File: src/design/smwa_pkg.sv
// ----------------------------------------------------------------------------
// smwa_pkg
// Shared types and constants for the sign-magnitude word ALU.
// ----------------------------------------------------------------------------
package smwa_pkg;

    localparam int WORD_W  = 31;
    localparam int MAG_W   = 30;
    localparam int DMAG_W  = 60;
    localparam int CNT_W   = 12;
    localparam int BYTE_W  = 6;
    localparam int NBYTES2 = 10;
    localparam int OP_W    = 3;
    localparam int DIV_STAGES = 30;
    localparam int QDEPTH_DEFAULT = 4;

    typedef enum logic [OP_W-1:0] {
        OP_ADD = 3'd0,
        OP_MUL = 3'd1,
        OP_DIV = 3'd2,
        OP_SLA = 3'd3,
        OP_SRA = 3'd4,
        OP_SLC = 3'd5,
        OP_NO6 = 3'd6,
        OP_NO7 = 3'd7
    } t_op;

    typedef struct packed {
        logic [OP_W-1:0]   operation;
        logic [WORD_W-1:0] first_word;
        logic [WORD_W-1:0] second_word;
        logic [WORD_W-1:0] divisor_word;
        logic [CNT_W-1:0]  shift_count;
    } t_in_item;

    typedef struct packed {
        logic [WORD_W-1:0] high_result;
        logic [WORD_W-1:0] low_result;
        logic              exception_flag;
    } t_out_item;

    // Classified item handed from front to back.
    typedef struct packed {
        t_op               op;
        logic              s1;
        logic              s2;
        logic              sd;
        logic [MAG_W-1:0]  m1;
        logic [MAG_W-1:0]  m2;
        logic [MAG_W-1:0]  md;
        logic              div_ovf;
        logic [3:0]        bytes;   // byte shift 0..9
        logic              clear;   // non-circular count of 10 or more
    } t_work;

endpackage

File: src/design/smwa_front.sv
// ----------------------------------------------------------------------------
// smwa_front
// Accepts items, classifies them and queues them for the execution pipe.
// ----------------------------------------------------------------------------
module smwa_front #(
    parameter int QDEPTH = smwa_pkg::QDEPTH_DEFAULT
) (
    input  logic               i_clk,
    input  logic               i_rst_n,
    input  logic               push,
    output logic               full,
    input  smwa_pkg::t_in_item i_item,
    output logic               o_valid,
    input  logic               i_take,
    output smwa_pkg::t_work    o_work
);
    import smwa_pkg::*;

    localparam int AW = (QDEPTH > 1) ? $clog2(QDEPTH) : 1;

    t_work           r_mem [QDEPTH];
    logic [AW-1:0]   r_wp, r_rp;
    logic [AW:0]     r_cnt;
    t_work           w_cls;
    logic [3:0]      w_mod;
    logic            w_push, w_pop;

    // count mod 10 for the circular shift: 12-bit value, small reciprocal
    function automatic logic [3:0] mod10(input logic [CNT_W-1:0] c);
        logic [CNT_W+11:0] q;
        logic [CNT_W+3:0] r;
        begin
            q = ({12'd0, c} * 24'd3277) >> 15;   // exact floor(c/10) for c < 4096
            r = {4'd0, c} - q[CNT_W+3:0] * 16'd10;
            mod10 = r[3:0];
        end
    endfunction

    assign w_mod = mod10(i_item.shift_count);

    always_comb begin
        w_cls.op   = t_op'(i_item.operation);
        w_cls.s1   = i_item.first_word[MAG_W];
        w_cls.s2   = i_item.second_word[MAG_W];
        w_cls.sd   = i_item.divisor_word[MAG_W];
        w_cls.m1   = i_item.first_word[MAG_W-1:0];
        w_cls.m2   = i_item.second_word[MAG_W-1:0];
        w_cls.md   = i_item.divisor_word[MAG_W-1:0];
        w_cls.div_ovf = (i_item.divisor_word[MAG_W-1:0] <= i_item.first_word[MAG_W-1:0]);
        w_cls.clear = 1'b0;
        w_cls.bytes = 4'd0;
        if (t_op'(i_item.operation) == OP_SLC) begin
            w_cls.bytes = w_mod;
        end else if (i_item.shift_count >= CNT_W'(NBYTES2)) begin
            w_cls.clear = 1'b1;
        end else begin
            w_cls.bytes = i_item.shift_count[3:0];
        end
    end

    assign full    = (r_cnt == (AW+1)'(QDEPTH));
    assign o_valid = (r_cnt != '0);
    assign o_work  = r_mem[r_rp];
    assign w_push  = push && !full;
    assign w_pop   = o_valid && i_take;

    always_ff @(posedge i_clk) begin
        if (w_push) begin
            r_mem[r_wp] <= w_cls;
        end
    end

    always_ff @(posedge i_clk) begin
        if (!i_rst_n) begin
            r_wp  <= '0;
            r_rp  <= '0;
            r_cnt <= '0;
        end else begin
            if (w_push) r_wp <= (r_wp == AW'(QDEPTH-1)) ? '0 : r_wp + 1'b1;
            if (w_pop)  r_rp <= (r_rp == AW'(QDEPTH-1)) ? '0 : r_rp + 1'b1;
            r_cnt <= r_cnt + (AW+1)'(w_push) - (AW+1)'(w_pop);
        end
    end
endmodule

File: config.mk
export PLATFORM = sky130hd
export DESIGN_NAME = smwa_front
export DESIGN_NICKNAME = d
export VERILOG_FILES = /design/src/design/smwa_pkg.sv /design/src/design/smwa_front.sv
export SDC_FILE = /design/constraint.sdc
export NUM_CORES = 1
export LEC_CHECK = 0
export BUFFER_PORTS_ARGS = -buffer_cell sky130_fd_sc_hd__buf_4
export CORE_UTILIZATION = 53
export DETAILED_ROUTE_END_ITERATION = 7
export GPL_ROUTABILITY_DRIVEN = 0
export GPL_TIMING_DRIVEN = 0
export HOLD_SLACK_MARGIN = 0.02
export MAX_ROUTING_LAYER = met4
export PLACE_DENSITY = 0.73
export SYNTH_ARGS = -nofsm -noshare
export SYNTH_HDL_FRONTEND = slang
export SYNTH_SLANG_ARGS = --single-unit
File: constraint.sdc
create_clock -name i_clk -period 6.83 [get_ports i_clk]
set_clock_uncertainty 0.1 [all_clocks]
set_input_delay 1.0245 -clock i_clk [delete_from_list [all_inputs] [get_ports i_clk]]
set_output_delay 1.0245 -clock i_clk [all_outputs]
set_load 0.005 [all_outputs]
Yosys cells after proc, flatten, opt, wreduce, memory -nomap -nowiden
Memory sizes are Yosys's and may differ from the RTL's. A register that Yosys moved wholly into a read port is not among the register bits.
Cells that the tools add are included.
- memories kept: 1
- register bits after elaboration: 7
- logic and storage cells: 31
- output and inout bits: 104
- memory bits (writable): 408
- memory list (memory ; depth ; bits a word ; rd ports ; clocked after memory_dff ; wr ports ; line ; source):
    r_mem ; 4 ; 102 ; 1 ; 1 ; 1 ; smwa_front.sv:21 ; t_work r_mem [QDEPTH];
- reduce and logical (&&, ||, !) cells: 4
- muxes and demuxes: 10
- add/subtract/negate cells: 5
- $mul: 2
- magnitude comparators: 2
- equality and inequality tests: 4
- operators with widths (kind ; number):
    $le A30 B30 Y1 ; 1
    $mul A12 B12 Y24 const B ; 1
    $ge A12 B4 Y1 const B ; 1
    $mul A9 B3 Y3 const B ; 1
    $mux W2 ; 4
    $mux W4 ; 2
    $eq A3 B3 Y1 const B ; 2
    $add A2 B1 Y2 const B ; 2
    $eq A2 B2 Y1 const B ; 2
    $mux W1 ; 4
    $sub A4 B4 Y4 ; 1
    $add A3 B1 Y3 ; 1
    $reduce_bool A3 Y1 ; 1
    $sub A3 B1 Y3 ; 1
    $logic_and A1 B1 Y1 ; 2
    $logic_not A1 Y1 ; 1

Logic depth before layout (Yosys ltp)
Gate-level depths: netlist (run 1).
- word-level depth: 5
- gate-level depth with buffers: 26

Worst setup path after synthesis (run 1)
Ideal clock, no wire load.
- path kind: input-to-reg
- start: in i_item[3] in the netlist's numbering
- end: mem r_mem[0][4] in the netlist's numbering, data pin
- path slack: 0.294 ns
- data required time: 6.579 ns
- arrival time: 6.285 ns
- cell stages on the path: 23
- library setup time: 0.151 ns
- path through: ha_1 > fa_1 > inv_1 > fa_1 > inv_1 > fa_1 > inv_1 > fa_1 > inv_1 > ha_1 > a21o_1 > a21oi_1 > o311ai_0 > nor3_1 > ha_1 > inv_1 > fa_1 > xnor2_1 > xnor2_1 > xnor2_1 > a21oi_1 > or4_1 > nand3_1
- RTL lines (item ; line ; source):
    start: declaration ; smwa_front.sv:12 ; input smwa_pkg::t_in_item i_item,
    end: declaration ; smwa_front.sv:21 ;

==> metrics.txt, run 1 <==
outcome complete, no violations; final critical-path required period 6.51 ns; fmax 154 MHz; sw power 2.13 mW; Worst R2R Start r_cnt[1]$_SDFF_PN0_; Congestion Overflow GR 0; number of DRC markers in iteration 0 519; share of the core filled with cells 65.2%; most frequent cells in the layout 408 x edfxtp_1, 215 x buf_4, 130 x inv_1; largest net degree at the start of global routing 59; 1st-pass router iterations 4; area added between synthesis and finish 20.8%; Final setup violation count 0; Comb pwr share 29.1%; Bufs on Longest Clock Path 3; vias in the first global route 10005; Worst-Margin Slew 0.974 ns; clock transition at the registers of the reported paths 0.06 ns; CTS Sinks 417; maxcap violations 0; Root Buffer Master clkbuf_16; FILL cells 2339; DP Cell Count 1615; Async SR Flop Fraction 0%; crit path launch type input port; Critical Path End Type register; DR WL/cell 21.6 µm; total die area 35100 µm²; CP Launch Point i_item[3]; internal power 5.59 mW; leakage power 8.29 nW; first-pass GRT wire length 56800 µm; sequential share of power 40.7%; NumNets Final 1466; Setup TNS 0 ns; HP Start r_wp[1]$_SDFFE_PN0P_; total number of vias 9317; Initial Util 54.0%; max_slew headroom 35.0%; CP Class input port to register; die height 187 µm; cts bufs inserted 44; DRC Markers 0; Primary FF master, synth edfxtp_1; Yosys Warn Count 0; CTS tree built; Ant. Diodes 0; Total Routing Usage GR 22.1%; Setup Buffers After CTS 0; Critical Path Fanout Max 8; Seq/Total Area, Yosys 68.3%; Avg Inst Size Synth 19.2 µm²; non-filler instance count after layout 1694; HP Class register to register; maximum vdd ir drop 0.214 mV; Post-Place Setup Slack -0.372 ns; Syn Std Cell Area 18200 µm²; initial antenna violation count 0; Tcrit/Tclk final 95.4%; Detailed Route WL 36600 µm; Synth top area share 67.3%; fraction of layout cells with a size suffix above 1 32.9%; post-synth top area cell edfxtp_1; syn_nets 1199; I/O Pins 216; sw frac 27.6%; commonest non-fill, non-tap cell in the layout edfxtp_1; number of flops mapped to enable cells by yosys 408; Hold-fix buffers, CTS 0; clock share of power 30.1%; cell area power density 351 nW/µm²; die width 187 µm; Crit path required time 7.11 ns; register area 12400 µm²; Detailed Place HPWL 24500 µm; Rows 67; multi-input combinational cell area 5210 µm²; Slew Viols, Final 0; count of cell types in the netlist 44; vias per cell 5.50; top cells by area, synth edfxtp_1 67%, mux4_2 13%, ha_1 7.3%; final worst slack 0.317 ns; core area 33700 µm²; Worst-Skew Late Latency 0.54 ns; Tot Pwr 7.72 mW; Syn Inst Count 946; RSZ-0062 raised after global routing false; IO Port Bufs 215; # H-tree levels 2; Fin. Hold Viols 0; PostCTS Resize Cnt 0; Seq cells post-synth 417; ANT nets after route 0; CP arrival 6.79 ns
sequential cells by signal (all words and copies together), names as in the netlist, named ones only:
name	cells
r_mem	408
r_cnt	3
r_wp	2
r_rp	2
per-stage QoR:
stage / hold WS, ns / cell area, µm²
after floorplan: 0.367 / 18200
after global placement: 0.395 / 20400
after detailed placement: 0.413 / 20600
after CTS: 0.422 / 22000
after global routing: 0.446 / 22000
final: 0.414 / 22000
critical path, cell delays in order:
cell and delay, ns:
buf_4 0.15, ha_1 0.35, fa_1 0.54, inv_1 0.05, fa_1 0.53, inv_1 0.05, fa_1 0.53, inv_1 0.06
fa_1 0.53, inv_1 0.04, ha_1 0.32, a21o_1 0.21, nor3_1 0.06, a21oi_1 0.10, o311ai_0 0.18, nor3_2 0.24
ha_1 0.20, inv_1 0.05, fa_1 0.37, xnor2_1 0.17, xnor2_1 0.15, xnor2_1 0.15, a21oi_1 0.08, or4_1 0.48
nand3_1 0.16
synth_stat cells (2+ instances only):
cell	instances
o311ai_0	2
o21ai_0	4
fa_1	35
xor2_1	2
and2_1	8
nand3_1	4
nand4_1	7
nor2b_1	7
o211ai_1	2
dfxtp_1	9
and2_2	2
ha_1	106
clkbuf_1	8
o21a_1	6
buf_1	6
nor2_1	8
o22ai_1	2
inv_1	130
edfxtp_1	408
o2111ai_1	2
a21boi_0	3
a21o_1	9
buf_2	8
a21oi_1	12
nor3_1	8
xnor2_1	11
mux4_2	102
nand2_1	16
a21oi_2	3
or3_1	2
power groups by stage:
stage               clock network [mW]  registers (mW)  logic, mW
global placement                     0            3.23       2.21
detailed placement                   0            3.20       2.28
floorplan                            0            3.20       1.39
finish                            2.33            3.14       2.25
CTS                               2.37            3.15       2.29
global route                      2.47            3.16       2.50
cells by family after synthesis:
group,count (synthesis),synth area share (%)
buf+inv,152,3.19
fa+ha+maj,141,11.1
mux,102,12.6
flops,417,68.3
xor+xnor,13,0.625
simple gates,68,2.01
compound gates,53,2.13
routing by layer:
metal	vias up	track usage [%]	share of wire [%]
met2	281	36.7	52
met5	-	-	0
met3	32	4.00	6.5
met4	0	5.01	1.4
met1	4793	28.6	40
li1	4211	-	-
worst paths after layout:
check,endpoint,slack [ns],cells past startpoint
setup reg to reg,r_mem[2][48]$_DFFE_PP_,4.38,4
hold reg to reg,r_wp[1]$_SDFFE_PN0P_,0.41,2
setup / recovery,r_mem[2][4]$_DFFE_PP_,0.32,25
hold / removal,r_wp[1]$_SDFFE_PN0P_,0.41,2
area by class of cell:
type	count	area share, %
sequential	417	56.5
multi-input combinational	377	23.7
timing repair buffer	221	8.09
clock buffer	52	5.14
tap	448	2.55
inverter	130	2.22
clock inverter	27	1.33
buffer	22	0.421
No activity file was read; power rests on OpenSTA's default activity.
==> run 2, diff against run 1 <==
--- a/config.mk
+++ b/config.mk
@@ -7,2 +7,3 @@
 export LEC_CHECK = 0
+export ABC_AREA = 1
 export BUFFER_PORTS_ARGS = -buffer_cell sky130_fd_sc_hd__buf_4
@@ -15,2 +16,3 @@
 export PLACE_DENSITY = 0.73
+export SKIP_CTS_REPAIR_TIMING = 1
 export SYNTH_ARGS = -nofsm -noshare
--- a/constraint.sdc
+++ b/constraint.sdc
@@ -4,2 +4,2 @@
 set_output_delay 1.0245 -clock i_clk [all_outputs]
-set_load 0.005 [all_outputs]
+set_load 0.02 [all_outputs]
==> run 2 against run 1 <==
Effect of this change: register-to-register slack worse by 0.09 ns; critical path depth is 5 higher; first-iteration DRC count is 51% higher; count of clock-buffer cells in the layout is the same; area after synthesis rose by 2.8%; utilization rose by 0.15 points; die area is 2.8% higher; non-clock buffer count grew 54; global-route usage increased by 3.5 points; routed wire length is 22% higher; total power up 18%; via count increased by 33%; largest cell class unchanged; highest routed layer unchanged.
==> metrics.txt, run 2 <==
Detailed Place HPWL 30700 µm (+25%); vias per cell 5.46 (-0.67%); IO Port Bufs 215 (unchanged); Bufs on Longest Clock Path 3 (unchanged); sequential share of power 35.4% (-5.3 points); sw frac 37.1% (+9.5 points); HP Class register to register; die height 190 µm (+1.4%); max_slew headroom 49.6% (+15 points); CTS tree built; area added between synthesis and finish 20.9%; leakage power 8.95 nW (+8.0%); largest reg by FF count r_mem; most frequent cells in the layout 408 x edfxtp_1, 231 x nor2_1, 218 x buf_4; Root Buffer Master clkbuf_16; FILL cells 2545 (+8.8%); non-filler instance count after layout 2265 (+34%); syn_nets 1750 (+46%); Critical Path Fanout Max 8 (unchanged); ANT nets after route 0 (unchanged); sw power 3.38 mW (+59%); post-synth top area cell edfxtp_1; DRC Markers 0 (unchanged); NumNets Final 2026 (+38%); Worst-Skew Late Latency 0.54 ns (about the same); Yosys Warn Count 0 (unchanged); Rows 68 (+1.5%); total number of vias 12374 (+33%); CP Class input port to register; fmax 162 MHz (+5.7%); Primary FF master, synth edfxtp_1; top cells by area, synth edfxtp_1 65%, ha_1 7.1%, nor2_1 4.7%; first-pass GRT wire length 68000 µm (+20%); Worst-Margin Slew 0.754 ns (-0.220 ns); Largest regs r_mem x408, r_cnt x3; Detailed Route WL 44500 µm (+22%); vias in the first global route 12487 (+25%); multi-input combinational cell area 5380 µm² (+3.2%); Max stage delay cell, worst path fa_1; Setup TNS 0 ns (unchanged); cell area power density 402 nW/µm² (+15%); maximum vdd ir drop 0.218 mV (+1.9%); internal power 5.73 mW (+2.5%); clock transition at the registers of the reported paths 0.05 ns (about the same); Critical Path End Type register; Congestion Overflow GR 0 (unchanged); clock share of power 24.2% (-5.9 points); final critical-path required period 6.16 ns (-0.353 ns); CTS Sinks 417 (unchanged); DP Cell Count 2183 (+35%); Syn Std Cell Area 18700 µm² (+2.8%); CP top delay family adder cells; Syn Inst Count 1497 (+58%); # H-tree levels 2 (unchanged); most frequent cell after synthesis edfxtp_1; number of DRC markers in iteration 0 782 (+51%); max FFs per register 408 (unchanged); register area 12400 µm² (unchanged); Async SR Flop Fraction 0% (unchanged); Final setup violation count 0 (unchanged); commonest non-fill, non-tap cell in the layout edfxtp_1; cts bufs inserted 43 (-2.3%); Synth top area share 65.4% (-1.9 points); largest net degree at the start of global routing 29 (-51%); CP bufs+invs 7 (+1); top cells by instance count after synthesis 408 x edfxtp_1, 235 x nor2_1, 168 x inv_1; Comb pwr share 40.4% (+11 points); most frequent CP cell nand2_1; Fin. Hold Viols 0 (unchanged); core area 34600 µm² (+2.8%); total die area 36100 µm² (+2.8%); initial antenna violation count 5 (+5); Crit path required time 6.98 ns (-0.13 ns); count of cell types in the netlist 36 (-18%); Seq/Total Area, Yosys 66.4% (-1.9 points); Slew Viols, Final 0 (unchanged); crit path launch type input port; Seq cells post-synth 417 (unchanged); outcome complete, no violations; die width 190 µm (+1.4%); RSZ-0062 raised after global routing false; Total Routing Usage GR 25.7% (+3.5 points); maxcap violations 0 (unchanged); Initial Util 54.1% (about the same); 1st-pass router iterations 5 (+1); CP arrival 6.31 ns (-0.48 ns); I/O Pins 216 (unchanged); Tcrit/Tclk final 90.2% (-5.2 points); fraction of layout cells with a size suffix above 1 18.4% (-15 points); worst stage delay on the critical path 0.55 ns (about the same); DR WL/cell 19.7 µm (-8.9%); Avg Inst Size Synth 12.5 µm² (-35%); number of flops mapped to enable cells by yosys 408 (unchanged)
-- run 2: cell count changes after synthesis, moves of 9 or more --
cell and delta:
a21oi_1 +14, buf_2 +15, clkbuf_1 +30, inv_1 +38
mux4_2 -102, nand2_1 +65, nor2_1 +227, o21ai_0 +158
o21ai_1 +57, o22ai_1 +100, xnor2_1 -9
-- run 2: power by group through the flow --
stage	Sequential (mW)	Combinational [mW]	Clock [mW]
3_5_place_dp	3.28	3.69	0
4_1_cts	3.23	3.70	2.24
3_3_place_gp	3.36	3.55	0
2_1_floorplan	3.30	2.21	0
5_1_grt	3.25	4.07	2.32
6_report	3.23	3.68	2.21
-- run 2: logic make-up after synthesis --
group	Yosys count	share of synthesized area [%]
compound gates	358	10.4
xor+xnor	4	0.187
fa+ha+maj	141	10.8
buf+inv	236	5.04
flops	417	66.4
simple gates	341	7.12
-- run 2: per-layer routing --
layer | share of wire (%) | wire [µm] | up-vias | GRT usage (%)
met5 | 0 | 0 | - | -
met4 | 2.6 | 1140 | 0 | 7.91
met3 | 7.3 | 3270 | 71 | 4.48
met2 | 49 | 21800 | 392 | 41.7
met1 | 41 | 18300 | 6030 | 33.0
li1 | - | - | 5881 | -
-- run 2: worst paths after layout --
| path | from | to | slack (ns) | cells after the start |
|---|---|---|---|---|
| worst max-delay path | i_item[2] | r_mem[3][4]$_DFFE_PP_ | 0.67 | 30 |
| worst min register to register | r_wp[1]$_SDFFE_PN0P_ | r_wp[1]$_SDFFE_PN0P_ | 0.43 | 2 |
| worst max register to register | r_cnt[1]$_SDFF_PN0_ | r_mem[2][52]$_DFFE_PP_ | 4.29 | 7 |
| worst min-delay path | r_wp[1]$_SDFFE_PN0P_ | r_wp[1]$_SDFFE_PN0P_ | 0.43 | 2 |
-- run 2: tightest hold or removal path, delay by kind of cell, from the launching register on --
family,cells,cell delay (ns)
flops,1,0.32
compound gates,1,0.07
buf+inv,1,0.10
-- run 2: cell type report --
class / instances / area share [%]
clock inverter: 26 / 0.928
multi-input combinational: 844 / 23.7
clock buffer: 52 / 4.99
antenna: 4 / 0.0442
sequential: 417 / 54.9
inverter: 170 / 2.83
buffer: 66 / 1.34
tap: 455 / 2.51
timing repair buffer: 231 / 8.71
-- run 2: stage by stage --
stage          hold slack (ns)  total power [mW]  setup WS, ns  utilization (%)  area (µm²)
2_1_floorplan            0.381              5.51         0.745                -       18700
3_3_place_gp             0.404              6.91         -2.78             60.4       20900
3_5_place_dp             0.427              6.97         0.100             61.5       21300
4_1_cts                  0.434              9.17         0.639             65.4       22600
5_1_grt                  0.451              9.63         0.208             65.4       22600
6_report                 0.431              9.11         0.670             65.4       22600
